**src/hw/rtl/button_debounce_multitap_combo_assert.svh**
```systemverilog
// Assertion macros for the button debounce / multi-tap / combo block.
// Used by button_debounce_multitap_combo.sv; expects clk and rst_n in scope.
`ifndef BUTTON_DEBOUNCE_MULTITAP_COMBO_ASSERT_SVH
`define BUTTON_DEBOUNCE_MULTITAP_COMBO_ASSERT_SVH

`ifndef NO_ASSERTIONS
// Same-cycle implication, checked out of reset.
`define BDMC_ASSERT_IMPLY(lbl, ante, cons, msg) \
  lbl: assert property (@(posedge clk) disable iff (!rst_n) (ante) |-> (cons)) \
    else $error(msg);
// Next-cycle implication, checked out of reset.
`define BDMC_ASSERT_NEXT(lbl, ante, cons, msg) \
  lbl: assert property (@(posedge clk) disable iff (!rst_n) (ante) |=> (cons)) \
    else $error(msg);
`else
`define BDMC_ASSERT_IMPLY(lbl, ante, cons, msg)
`define BDMC_ASSERT_NEXT(lbl, ante, cons, msg)
`endif

`endif

```
**src/hw/rtl/bdmc_pkg.sv**
```systemverilog
// Package for the button debounce / multi-tap / combo block: event codes,
// configuration indexes, register widths and reset values. No dependencies.
`timescale 1ns / 1ps
`default_nettype none

package bdmc_pkg;

  localparam int CODE_W  = 3;
  localparam int TAP_W   = 3;
  localparam int STAMP_W = 32;
  localparam int CFG_W   = 16;
  localparam int CFG_IDX_W = 2;
  localparam int ENABLE_W  = 7;

  typedef enum logic [CODE_W-1:0] {
    EV_NONE    = 3'd0,
    EV_COMBO21 = 3'd1,
    EV_COMBO31 = 3'd2,
    EV_BTN2    = 3'd3,
    EV_BTN3    = 3'd4,
    EV_DOUBLE  = 3'd5,
    EV_TRIPLE  = 3'd6,
    EV_QUAD    = 3'd7
  } event_t;

  typedef enum logic [CFG_IDX_W-1:0] {
    CFG_DEBOUNCE_TIME = 2'd0,
    CFG_TAP_TIMEOUT   = 2'd1,
    CFG_EVENT_ENABLE  = 2'd2,
    CFG_UNUSED        = 2'd3
  } cfg_index_t;

  localparam logic [CFG_W-1:0]    DEBOUNCE_RESET = 16'd50;
  localparam logic [CFG_W-1:0]    TIMEOUT_RESET  = 16'd300;
  localparam logic [ENABLE_W-1:0] ENABLE_RESET   = 7'h7f;
  localparam logic [TAP_W-1:0]    TAP_MAX        = 3'd7;

endpackage

`default_nettype wire

```
**src/hw/rtl/button_debounce_multitap_combo.sv**
```systemverilog
// Button poller: debounce on button 1, multi-tap counting and combo events.
// Depends on bdmc_pkg and button_debounce_multitap_combo_assert.svh.
`timescale 1ns / 1ps
`default_nettype none

`include "button_debounce_multitap_combo_assert.svh"

// A poll taken into stage 1 moves on into the result register, out_valid high,
//   unless an output stall holds it in stage 1. Throughput: one poll per cycle
//   while not stalled; set by the single pass from the poll register through two
//   TIME_BITS-wide subtract/compare paths into the result register.
// Reset (rst_n low, synchronous): both pipeline stages empty, debounce and tap
//   state cleared, debounce_time = 50, tap_timeout = 300, event_enable = 0x7f.
module button_debounce_multitap_combo #(
  parameter int TIME_BITS = 32
) (
  input  wire logic                                 clk,
  input  wire logic                                 rst_n,
  // configuration write port
  input  wire logic                                 cfg_we,
  input  wire logic [bdmc_pkg::CFG_IDX_W-1:0]       cfg_index,
  input  wire logic [bdmc_pkg::CFG_W-1:0]           cfg_wdata,
  // poll channel
  input  wire logic                                 in_valid,
  output logic                                      in_stall,
  input  wire logic                                 in_level_one,
  input  wire logic                                 in_level_two,
  input  wire logic                                 in_level_three,
  input  wire logic [bdmc_pkg::STAMP_W-1:0]         in_now_ms,
  // result channel
  output logic                                      out_valid,
  input  wire logic                                 out_stall,
  output logic [bdmc_pkg::CODE_W-1:0]               out_event_code,
  output logic                                      out_debounced_one,
  output logic [bdmc_pkg::TAP_W-1:0]                out_taps_pending
);
  import bdmc_pkg::*;

  // ---------------------------------------------------------------------------
  // Configuration registers. Write only while the block is idle; not enforced here.
  // ---------------------------------------------------------------------------
  logic [CFG_W-1:0]    debounce_time_r;
  logic [CFG_W-1:0]    tap_timeout_r;
  logic [ENABLE_W-1:0] event_enable_r;

  always_ff @(posedge clk) begin
    if (!rst_n) begin
      debounce_time_r <= DEBOUNCE_RESET;
      tap_timeout_r   <= TIMEOUT_RESET;
      event_enable_r  <= ENABLE_RESET;
    end else if (cfg_we) begin
      case (cfg_index_t'(cfg_index))
        CFG_DEBOUNCE_TIME: debounce_time_r <= cfg_wdata;
        CFG_TAP_TIMEOUT:   tap_timeout_r   <= cfg_wdata;
        CFG_EVENT_ENABLE:  event_enable_r  <= cfg_wdata[ENABLE_W-1:0];
        default: ; // drop writes beyond the register list
      endcase
    end
  end

  // ---------------------------------------------------------------------------
  // Handshake. Stage 1 holds the accepted poll; the result register parts the
  // two sides, so a new poll is taken while a finished result waits.
  // ---------------------------------------------------------------------------
  logic                s1_valid_r;
  logic                s1_one_r, s1_two_r, s1_three_r;
  logic [STAMP_W-1:0]  s1_now_r;
  logic                out_valid_r;
  logic                out_load;
  logic                in_accept;

  // load the result register when stage 1 is full and the output is free
  assign out_load  = s1_valid_r && (!out_valid_r || !out_stall);
  assign in_stall  = s1_valid_r && !out_load;
  assign in_accept = in_valid && !in_stall;

  always_ff @(posedge clk) begin
    if (!rst_n) begin
      s1_valid_r <= 1'b0;
    end else if (in_accept) begin
      s1_valid_r <= 1'b1;
    end else if (out_load) begin
      s1_valid_r <= 1'b0;
    end
  end

  // poll payload: no reset needed
  always_ff @(posedge clk) begin
    if (in_accept) begin
      s1_one_r   <= in_level_one;
      s1_two_r   <= in_level_two;
      s1_three_r <= in_level_three;
      s1_now_r   <= in_now_ms;
    end
  end

  // ---------------------------------------------------------------------------
  // Debounce and tap state. Updated only when a transaction moves into the
  // result register, so items are processed strictly in order.
  // ---------------------------------------------------------------------------
  logic                 prev_raw_r,  prev_raw_nxt;
  logic [TIME_BITS-1:0] stable_r,    stable_nxt;
  logic                 accepted_r,  accepted_nxt;
  logic [TAP_W-1:0]     taps_r,      taps_nxt;
  logic [TIME_BITS-1:0] press_r,     press_nxt;

  logic [TIME_BITS-1:0] now_t;
  logic                 raw_change;
  logic [TIME_BITS-1:0] stable_elapsed;
  logic [TIME_BITS-1:0] press_elapsed;
  logic                 level_accept;
  logic                 new_press;
  logic [TAP_W-1:0]     taps_pressed;
  logic                 tap_expired;
  event_t               code_raw;
  event_t               code_tap;
  event_t               code_final;
  logic [TAP_W-1:0]     enable_idx;

  // timestamps wrap modulo 2^TIME_BITS
  assign now_t = TIME_BITS'(s1_now_r);

  always_comb begin
    // debounce: a raw change restarts the stamp, so elapsed time is zero
    raw_change     = (s1_one_r != prev_raw_r);
    stable_nxt     = raw_change ? now_t : stable_r;
    stable_elapsed = raw_change ? '0 : (now_t - stable_r);
    level_accept   = (stable_elapsed > TIME_BITS'(debounce_time_r))
                     && (s1_one_r != accepted_r);
    accepted_nxt   = level_accept ? s1_one_r : accepted_r;
    new_press      = level_accept && s1_one_r;
    prev_raw_nxt   = s1_one_r;

    // count the press, saturating at the maximum
    taps_pressed = taps_r;
    if (new_press && (taps_r != TAP_MAX)) begin
      taps_pressed = taps_r + TAP_W'(1);
    end
    // a fresh press sets the stamp to now, so its elapsed time is zero
    press_elapsed = new_press ? '0 : (now_t - press_r);
    tap_expired   = !accepted_nxt && (taps_pressed != '0)
                    && (press_elapsed > TIME_BITS'(tap_timeout_r));

    // combos and single buttons, highest priority first
    if (accepted_nxt && s1_two_r) begin
      code_raw = EV_COMBO21;
    end else if (accepted_nxt && s1_three_r) begin
      code_raw = EV_COMBO31;
    end else if (s1_two_r) begin
      code_raw = EV_BTN2;
    end else if (s1_three_r) begin
      code_raw = EV_BTN3;
    end else begin
      code_raw = EV_NONE;
    end

    // tap classification; counts of one or five and up report nothing
    case (taps_pressed)
      3'd2:    code_tap = EV_DOUBLE;
      3'd3:    code_tap = EV_TRIPLE;
      3'd4:    code_tap = EV_QUAD;
      default: code_tap = EV_NONE;
    endcase

    taps_nxt   = taps_pressed;
    press_nxt  = new_press ? now_t : press_r;
    code_final = code_raw;
    if (code_raw != EV_NONE) begin
      // button events clear the taps and the press stamp
      taps_nxt  = '0;
      press_nxt = '0;
    end else if (tap_expired) begin
      // timeout clear leaves the press stamp alone
      code_final = code_tap;
      taps_nxt   = '0;
    end

    // disabled events report nothing; state still moves as above
    enable_idx = TAP_W'(code_final) - TAP_W'(1);
    if ((code_final != EV_NONE) && !event_enable_r[enable_idx]) begin
      code_final = EV_NONE;
    end
  end

  always_ff @(posedge clk) begin
    if (!rst_n) begin
      prev_raw_r <= 1'b0;
      stable_r   <= '0;
      accepted_r <= 1'b0;
      taps_r     <= '0;
      press_r    <= '0;
    end else if (out_load) begin
      prev_raw_r <= prev_raw_nxt;
      stable_r   <= stable_nxt;
      accepted_r <= accepted_nxt;
      taps_r     <= taps_nxt;
      press_r    <= press_nxt;
    end
  end

  // ---------------------------------------------------------------------------
  // Result register: hold while stalled, advance on load.
  // ---------------------------------------------------------------------------
  logic [CODE_W-1:0] out_code_r;
  logic              out_deb_r;
  logic [TAP_W-1:0]  out_taps_r;

  always_ff @(posedge clk) begin
    if (!rst_n) begin
      out_valid_r <= 1'b0;
    end else if (out_load) begin
      out_valid_r <= 1'b1;
    end else if (!out_stall) begin
      out_valid_r <= 1'b0;
    end
  end

  always_ff @(posedge clk) begin
    if (out_load) begin
      out_code_r <= code_final;
      out_deb_r  <= accepted_nxt;
      out_taps_r <= taps_nxt;
    end
  end

  assign out_valid         = out_valid_r;
  assign out_event_code    = out_code_r;
  assign out_debounced_one = out_deb_r;
  assign out_taps_pending  = out_taps_r;

  // ---------------------------------------------------------------------------
  // Assertions
  // ---------------------------------------------------------------------------
  `BDMC_ASSERT_IMPLY(a_button_event_clears_taps,
    out_valid && (out_event_code == EV_COMBO21 || out_event_code == EV_COMBO31 ||
    out_event_code == EV_BTN2 || out_event_code == EV_BTN3),
    out_taps_pending == '0, "button event left taps pending")
  `BDMC_ASSERT_IMPLY(a_tap_event_released,
    out_valid && (out_event_code == EV_DOUBLE || out_event_code == EV_TRIPLE ||
    out_event_code == EV_QUAD),
    (out_taps_pending == '0) && !out_debounced_one, "tap event while pressed or pending")
  `BDMC_ASSERT_IMPLY(a_stall_only_when_full, in_stall,
    s1_valid_r && out_valid_r && out_stall, "input stalled without a full pipeline")
  `BDMC_ASSERT_NEXT(a_state_holds_idle, !out_load,
    $stable(taps_r) && $stable(accepted_r), "tap state moved without a transaction")

endmodule

`default_nettype wire
```
**config.mk**
```make
export PLATFORM = sky130hd
export DESIGN_NAME = button_debounce_multitap_combo
export DESIGN_NICKNAME = d
export VERILOG_FILES = /design/src/hw/rtl/bdmc_pkg.sv /design/src/hw/rtl/button_debounce_multitap_combo.sv
export VERILOG_INCLUDE_DIRS = /design/src /design/src/hw/rtl
export SDC_FILE = /design/constraint.sdc
export NUM_CORES = 1
export LEC_CHECK = 0
export ABC_AREA = 1
export BUFFER_PORTS_ARGS = -buffer_cell sky130_fd_sc_hd__buf_2
export CELL_PAD_IN_SITES_DETAIL_PLACEMENT = 2
export CELL_PAD_IN_SITES_GLOBAL_PLACEMENT = 2
export CORE_MARGIN = 3
export CORE_UTILIZATION = 39
export CTS_BUF_LIST = sky130_fd_sc_hd__clkbuf_4 sky130_fd_sc_hd__clkbuf_8
export DETAILED_ROUTE_END_ITERATION = 10
export PLACE_DENSITY = 0.95
export SLEW_MARGIN = 20
export SYNTH_ARGS = -nofsm -noshare
export SYNTH_HDL_FRONTEND = slang
export SYNTH_SLANG_ARGS = --single-unit
```
**constraint.sdc**
```tcl
create_clock -name clk -period 14.7 [get_ports clk]
set_input_delay 1.47 -clock clk [delete_from_list [all_inputs] [get_ports clk]]
set_output_delay 1.47 -clock clk [all_outputs]
set_load 0.05 [all_outputs]
```
# ---- Word level (Yosys, flattened, before mapping)
# Cells that the tools add are included.
dict set report totals {
  register_bits 152
  in_bits 58
  out_inout_bits 9
  wordCells 83
}
dict set report op_classes {
  addsub 4
  n_lt_le_gt_ge 3
  eq_ne 9
  muxes 21
  reduce_logical 29
}
# cell n
set ops {}
lappend ops {{$mux W32} 4}
lappend ops {{$gt A32 B16 Y1} 2}
lappend ops {{$sub A32 B32 Y32} 2}
lappend ops {{$mux W3} 9}
lappend ops {{$logic_and A1 B1 Y1} 11}
lappend ops {{$reduce_and A2 Y1} 5}
lappend ops {{$pmux W3 S3} 1}
lappend ops {{$reduce_bool A3 Y1} 3}
lappend ops {{$eq A3 B2 Y1 const B} 2}
lappend ops {{$logic_not A1 Y1} 6}
lappend ops {{$mux W1} 6}
lappend ops {{$lt A3 B4 Y1 const B} 1}
lappend ops {{$reduce_bool A2 Y1} 2}
lappend ops {{$add A3 B1 Y3 const B} 1}
lappend ops {{$bmux W1 S3} 1}
lappend ops {{$eq A3 B3 Y1 const B} 1}
lappend ops {{$ne A3 B3 Y1 const B} 1}
lappend ops {{$sub A3 B1 Y3 const B} 1}
lappend ops {{$eq A2 B1 Y1 const B} 1}
lappend ops {{$eq A2 B2 Y1 const B} 1}
lappend ops {{$logic_not A2 Y1} 1}
lappend ops {{$ne A1 B1 Y1} 2}
lappend ops {{$ne A2 B1 Y1 const B} 1}
lappend ops {{$logic_or A1 B1 Y1} 1}

# ---- Depth between registers and ports, before layout
# Gate-level depths: netlist of the first run.
dict set report depth {
  ltp_word 17
  depth_mapped 49
  mapped_depth_nobuf 48
}

# ---- Least setup slack after synthesis of the first run
# Ideal clock, no wire load.
dict set report synth_path {
  path_kind {register to register}
  startpoint {register s1_now_r[0], in the netlist now_t[0]}
  endpoint {register out_code_r[0], in the netlist out_event_code[0] (data pin)}
  setup_ns 0.249
  arrival_ns 5.088
  slack_ns 9.362
  stages_incl_launch_ff 45
  period_less_slack_ns 5.338
  path_cell_list {edfxtp_1 -> inv_1 -> ha_1 -> fa_1 -> inv_1 -> nand3_1 -> nand3_1 -> nand2_1 -> nand3_1 -> xnor2_1 -> nor2_1 -> ha_1 -> nand2_1 -> nor2_1 -> nand4_1 -> nor3_1 -> a21oi_1 -> or2_2 -> [... 9 more ...] -> a221oi_1 -> o221ai_1 -> nand2_1 -> o211ai_1 -> nand2_1 -> nand2_1 -> nand3_4 -> nor2_2 -> nand2_1 -> nand2_1 -> inv_1 -> ha_1 -> nand3_1 -> nand2_1 -> nand2_1 -> nand3_2 -> nand2_1 -> inv_1}
}
dict set report synth_via {
  elab_chain_cells 17
  word_cells_on_any_way 32
  classes_between {3 x add/sub; 2 x order compare; 3 x eq/ne; 11 x mux; 13 x reduce/logical}
}
# item line_no
set synth_rtl {}
lappend synth_rtl {{start, declared} button_debounce_multitap_combo.sv:67} ;# logic [STAMP_W-1:0] s1_now_r;
lappend synth_rtl {{start signal, assigned} button_debounce_multitap_combo.sv:93} ;# s1_now_r <= in_now_ms;
lappend synth_rtl {{parallel branches: the longest is 11 deep, another holds $sub A32 B32 Y32} -}
lappend synth_rtl {{$mux W3 (*)} button_debounce_multitap_combo.sv:168} ;# if (code_raw != EV_NONE) begin
lappend synth_rtl {{$sub A3 B1 Y3} button_debounce_multitap_combo.sv:179} ;# enable_idx = TAP_W'(code_final) - TAP_W'(1);
lappend synth_rtl {{$bmux W1 S3} button_debounce_multitap_combo.sv:180} ;# if ((code_final != EV_NONE) && !event_enable_r[enable_idx]) begin
lappend synth_rtl {{$mux W1 (not written as such)} button_debounce_multitap_combo.sv:180}
lappend synth_rtl {{$logic_not A1 Y1} button_debounce_multitap_combo.sv:180}
lappend synth_rtl {{$logic_and A1 B1 Y1} button_debounce_multitap_combo.sv:180}
lappend synth_rtl {{end signal, assigned} button_debounce_multitap_combo.sv:220} ;# out_code_r <= code_final;
lappend synth_rtl {{end, declared} button_debounce_multitap_combo.sv:204} ;# logic [CODE_W-1:0] out_code_r;
# Mark *: on every way between the ends. The select of a mux whose other input is x is not followed.
# A chain may end at the register's enable or synchronous reset.

# ---- Worst setup path after layout of the first run
# Same ends and word-level chain as after synthesis.

==> qor.csv, run 1 <==
metric,value,unit
DRC violations left,0,
slowest cell on the critical path,fa_1,
dominant register cell in the synthesized netlist,dfxtp_1,
total congestion overflow after global routing,0,
width of the die,175,um
post-cts hold buffer count,0,
Post-Route Setup TNS,0,ps
final critical path time including I/O delays and setup,7340,ps
clock sink count,152,
fraction of post-synthesis cell area in the top cell type by area,19.7,%
Crit Path Class,reg -> reg,
total track usage,36.9,%
kind of cell adding the most delay to the critical path,simple AND/OR/NAND/NOR gates,
highest routing layer actually used,met4,
power consumption,1.36,mW
Post-synth EDFFs,42,
dpl ws,7960,ps
source-to-sink clock delay at the later pin of the worst-skew pair,520,ps
"Net Count, Synth",1816,
router iterations before antenna repair,7,
combined area of the multi-input logic cells,6410,um2
unrepaired setup endpoints after global routing,false,
clk buf depth,2,
path class of the lowest-slack min-delay path,reg -> reg,
vias per inst,5.91,
Final Cell Area,12300,um2
mean instance size in the synthesized netlist,6.75,um2
first-pass GRT wire length,86.4,mm
hpwl dp,39.5,mm
number of ports placed on the die boundary,67,
library cell with the largest summed area after synthesis,dfxtp_1,
metal2 WL,27.8,mm
number of gates resized after CTS,0,
maximum number of pins on one net before global-route repair,74,
mapped cell area,11200,um2
Pint,0.755,mW
Layout area overhead,10.3,%
areal power density over the cells,110,nW/um2
# nets final,1875,
share of power burned in registers,35.3,%
post-placement cell area,11900,um2
"critical path fanouts, max",18,
top achievable clock speed,136,MHz
highest-count cells in the layout ignoring fill and taps,"397 x nand2_1, 302 x inv_1, 168 x a21oi_1, 110 x dfxtp_1",
Worst slew margin,35.7,%
ranking of synthesized cells by area,"dfxtp_1 20%, nand2_1 13%, edfxtp_1 11%, ha_1 11%, inv_1 10%",
part of the power in combinational logic,37.9,%
effective utilization at floorplan,39.9,%
max-cap check violation count,0,
"leading cell type in the layout, fill and taps excluded",nand2_1,
CP Capture Type,flop,
Setup Skew,36.4,ps
metal3 WL,3.30,mm
H-Tree Depth,4,
number of CTS-inserted buffers,17,
remaining antenna violation count after routing,0,
standard-cell rows,61,
share of power burned in the clock network,26.8,%
Seq. cell area,3460,um2
Fillers,3398,
worst hold margin,483,ps
final setup margin,7360,ps
portion of the clock cycle consumed by the worst path in the final layout,49.9,%
distinct cell type count after synthesis,42,
number of buffers and inverters on the critical path,7,
routed wire length,57.1,mm
Post CTS Setup Buffer Count,0,
Required @ worst endpoint,14970,ps
core area,28000,um2
Port-buffer cells,66,
P_leak,5.95,nW
routed length on met1,23.3,mm
gate count of the mapped netlist,1658,
number of antenna violations at the first check in global routing,0,
root buffer cell,clkbuf_8,
count of endpoints failing setup in the final report,0,
CTS tree,built,
RePlAce Congestion,0.894,
number of hold-slack violations in the final timing report,0,
asr flop ratio synth,0,%
vias in the first global route,13916,
number of storage elements in the synthesis netlist,152,
vias after detailed routing,12468,
startpoint kind of the worst setup timing path,flop,
clock transition at the registers of the reported paths,120,ps
slew at the pin with the worst max-slew slack,957,ps
share of cells above drive strength 1,10.8,%
part of the Yosys area used for sequential elements,31.0,%
starting DRC count in detailed routing,1047,
"Warnings, synthesis",0,
overall die height,175,um
Critical Path AT,7610,ps
Net Sw Power,0.604,mW
Critical Path Most Common Cell,nand2_1,
drt wl/cell,27.1,um
Sw Ratio,44.5,%
worst vdd ir,45.8,uV
Slowest Stage Delay on Critical Path,410,ps
max-slew violation count,0,
run status,"complete, no violations",
die outline area,30800,um2
Antenna Diode Count,0,
[synthesized netlist by cell type, types with 4 or more instances]
library cell and n:
a211oi_1 32, a21oi_1 168, and2_1 4, clkbuf_1 34, dfxtp_1 110, edfxtp_1 42
ha_1 98, inv_1 302, inv_2 16, nand2_1 398, nand2_2 23, nand3_1 83
nand3_2 7, nand3b_1 4, nand4_1 25, nor2_1 99, nor2_2 15, nor3_1 14
o211ai_1 15, o21ai_0 97, o21bai_1 11, or2_2 7, xnor2_1 14, xor2_1 13
[metal layers]
| metal | up-vias | track usage, % |
|---|---|---|
| li1 | 5490 | - |
| met1 | 6303 | 44.5 |
| met2 | 507 | 63.6 |
| met3 | 168 | 6.57 |
| met4 | 0 | 17.5 |
| met5 | - | 0 |
[tightest hold or removal path, stage by stage (launching register included)]
cell,delay [ps]
dfxtp_1,320
inv_1,70
a21oi_1,60
[kinds of logic (layout without fill, tap and decap cells)]
family | count (synthesis) | after routing | synth area share [%]
compound gates | 335 | 335 | 16.7
xor+xnor | 27 | 27 | 2.11
fa+ha+maj | 100 | 100 | 11.3
buf+inv | 354 | 426 | 11.9
flops | 152 | 152 | 31.0
simple gates | 690 | 690 | 27.1
[through the flow]
stage | utilization (%) | std cells
after floorplan | - | 1658
after global placement | 42.6 | 2076
after detailed placement | 42.6 | 2076
after CTS | 44.0 | 2108
after global routing | 44.0 | 2108
final | 44.0 | 2108
[flip-flops by register name (all words and copies together) (netlist names), 3 cells and up]
register / count
now_t: 32
press_r: 32
stable_r: 32
debounce_time_r: 16
tap_timeout_r: 16
event_enable_r: 7
out_event_code: 3
out_taps_pending: 3
taps_r: 3
[final cells by class]
cell class | count | share of cell area (%)
multi-input cells | 1152 | 51.9
flip-flops and latches | 152 | 28.1
inverters | 320 | 9.74
well taps | 378 | 3.83
repair buffers | 74 | 3.16
clock buffers | 18 | 2.01
clock inverters | 14 | 1.26
[path summary, 6_finish.rpt]
| check | endpoint | cells past startpoint | slack (ps) | start |
|---|---|---|---|---|
| max | out_event_code[0]$_SDFFCE_PP0P_ | 43 | 7360 | now_t[0]$_DFFE_PP_ |
| min | debounce_time_r[13]$_SDFFE_PN0P_ | 2 | 480 | debounce_time_r[13]$_SDFFE_PN0P_ |
| max reg2reg | out_event_code[0]$_SDFFCE_PP0P_ | 43 | 7360 | now_t[0]$_DFFE_PP_ |
| min reg2reg | debounce_time_r[13]$_SDFFE_PN0P_ | 2 | 480 | debounce_time_r[13]$_SDFFE_PN0P_ |
[power by group through the flow]
| stage | Sequential (mW) | Clock (mW) | Combinational, mW |
|---|---|---|---|
| 6_report | 0.480 | 0.364 | 0.515 |
| 3_3_place_gp | 0.481 | 0 | 0.418 |
| 5_1_grt | 0.481 | 0.378 | 0.553 |
| 3_5_place_dp | 0.485 | 0 | 0.465 |
| 2_1_floorplan | 0.481 | 0 | 0.305 |
| 4_1_cts | 0.478 | 0.360 | 0.501 |
Power figures use the tool's default switching activity.
==> run 2, diff against run 1 <==
- ABC_AREA: 1 -> 0
- CORE_UTILIZATION: 39 -> 38
- PLACE_DENSITY: 0.95 -> 0.92
- clock period: 14.7 -> 6.77 ns (I/O delays scaled with it)
==> qor.csv, run 2 <==
metric,value,unit
Port-buffer cells,66,
remaining antenna violation count after routing,0,
list of most frequent post-synthesis cells,"243 x nand2_1, 111 x inv_1, 110 x dfxtp_1",
overall die height,176,um
CP Capture Type,flop,
gate count of the mapped netlist,1380,
portion of the clock cycle consumed by the worst path in the final layout,145,%
final setup margin,-3070,ps
slew at the pin with the worst max-slew slack,1190,ps
max-slew violation count,0,
drt wl/cell,39.5,um
effective utilization at floorplan,38.9,%
CTS tree,built,
"Net Count, Synth",1538,
Layout area overhead,31.3,%
clock transition at the registers of the reported paths,130,ps
standard-cell rows,61,
starting DRC count in detailed routing,2120,
P_leak,5.69,nW
total track usage,45.9,%
dominant cell by count in the synthesized netlist,nand2_1,
dpl ws,-1960,ps
clk buf depth,2,
unrepaired setup endpoints after global routing,true,
RePlAce Congestion,0.901,
highest-count cells in the layout ignoring fill and taps,"238 x nand2_1, 229 x buf_4, 110 x inv_1, 108 x dfxtp_1, 86 x ha_1",
max-cap check violation count,0,
number of ports placed on the die boundary,67,
clock sink count,152,
top achievable clock speed,102,MHz
Post-synth EDFFs,42,
width of the die,176,um
vias in the first global route,14953,
routed wire length,80.3,mm
power consumption,3.16,mW
Critical Path AT,10110,ps
dominant register cell in the synthesized netlist,dfxtp_1,
part of the Yosys area used for sequential elements,31.7,%
worst vdd ir,210,uV
areal power density over the cells,220,nW/um2
slowest cell on the critical path,edfxtp_1,
non-filler instance count after layout,2033,
vias after detailed routing,14588,
placed cell count,1955,
library cell with the largest summed area after synthesis,dfxtp_1,
H-Tree Depth,4,
post-cts hold buffer count,0,
count of endpoints failing setup in the final report,9,
asr flop ratio synth,0,%
hpwl dp,40.4,mm
root buffer cell,clkbuf_8,
"leading cell type in the layout, fill and taps excluded",nand2_1,
path class of the lowest-slack min-delay path,in -> reg,
Slowest Stage Delay on Critical Path,440,ps
number of buffers and inverters on the critical path,5,
share of cells above drive strength 1,26.9,%
run status,finished with violations,
total congestion overflow after global routing,0,
Setup Skew,44.4,ps
maximum number of pins on one net before global-route repair,111,
failing checks,setup timing,
number of hold-slack violations in the final timing report,0,
DRC violations left,0,
Crit Path Class,reg -> reg,
kind of cell adding the most delay to the critical path,compound AO/OA/AOI/OAI gates,
core area,28100,um2
number of antenna violations at the first check in global routing,8,
"critical path fanouts, max",13,
die outline area,30900,um2
number of storage elements in the synthesis netlist,152,
ranking of synthesized cells by area,"dfxtp_1 20%, edfxtp_1 12%, ha_1 11%, nand2_1 8.3%, a21boi_0 6.0%",
# nets final,1796,
number of CTS-inserted buffers,17,
vias per inst,7.18,
startpoint kind of the worst setup timing path,flop,
first-pass GRT wire length,105,mm
Worst slew margin,20.7,%
source-to-sink clock delay at the later pin of the worst-skew pair,550,ps
Required @ worst endpoint,7040,ps
"Warnings, synthesis",0,
final critical path time including I/O delays and setup,9840,ps
distinct cell type count after synthesis,80,
mean instance size in the synthesized netlist,7.93,um2
router iterations before antenna repair,8,
fraction of post-synthesis cell area in the top cell type by area,20.1,%
mapped cell area,10900,um2
==> run 2: cell types whose count changed after synthesis, sizes merged, moves of 32 or more <==
cell and change:
a21boi +93, inv -207, o21ai -32, a21oi -75
nand2 -179, nand3 -35, nor2 -48
==> run 2: routing by layer <==
layer	vias to the layer above	track usage [%]	wire length (um)	share of wire (%)
met1	7199	54.8	28600	36
met3	639	9.42	7860	9.8
met4	6	28.0	8510	11
li1	5423	-	-	-
met5	-	0	46	0.057
met2	1321	75.7	35300	44
==> run 2: cells by family after synthesis <==
family                   Yosys count  synth area share, %
XOR/XNOR                          34                 2.72
AND/OR/NAND/NOR                  520                 22.4
buffers and inverters            174                 6.07
AO/OA/AOI/OAI                    393                 24.8
flip-flops                       152                 31.7
adder cells (fa/ha/maj)          100                 11.6
multiplexers                       7                0.778
==> run 2: area by class of cell <==
type / count / area [um2]
Fill cell: 3095 / 13700
Inverter: 111 / 417
Tap cell: 378 / 473
Antenna cell: 4 / 10.0
Clock inverter: 15 / 184
Clock buffer: 17 / 234
Timing Repair Buffer: 302 / 2170
Sequential cell: 152 / 3470
Multi-Input combinational cell: 1054 / 7400
==> run 2: through the flow <==
stage	hold slack [ps]	util [%]	area, um2	TNS (ps)
floorplan	431	-	11100	-1890
global placement	437	46.6	13100	-3180
detailed placement	465	46.6	13100	-11440
CTS	319	50.0	14100	-12170
global route	317	51.1	14400	-21710
finish	310	51.1	14400	-22020
==> run 2: report_power, final <==
| part | leakage (nW) | total, mW | switching (mW) | internal (mW) |
|---|---|---|---|---|
| registers | 1.30 | 1.02 | 0.0438 | 0.974 |
| clock network | 0.216 | 0.857 | 0.512 | 0.345 |
| logic | 4.17 | 1.29 | 0.808 | 0.479 |
| total | 5.69 | 3.16 | 1.36 | 1.80 |
==> run 2: final timing paths <==
path,cells past startpoint,from,to,slack (ps)
min,1,in_now_ms[15],now_t[15]$_DFFE_PP_,310
max reg2reg,42,now_t[0]$_DFFE_PP_,out_event_code[0]$_SDFFCE_PP0P_,-3070
min reg2reg,2,press_r[12]$_SDFFE_PN0P_,press_r[12]$_SDFFE_PN0P_,490
max,42,now_t[0]$_DFFE_PP_,out_event_code[0]$_SDFFCE_PP0P_,-3070
==> run 2: repair_timing <==
item / 4_1_cts / 5_1_grt
pin swaps: 33 / 29
setup endpoints to repair: 9 / 9
buffers inserted: 28 / 14
gates cloned: 1 / 0
resized for setup: 70 / 33
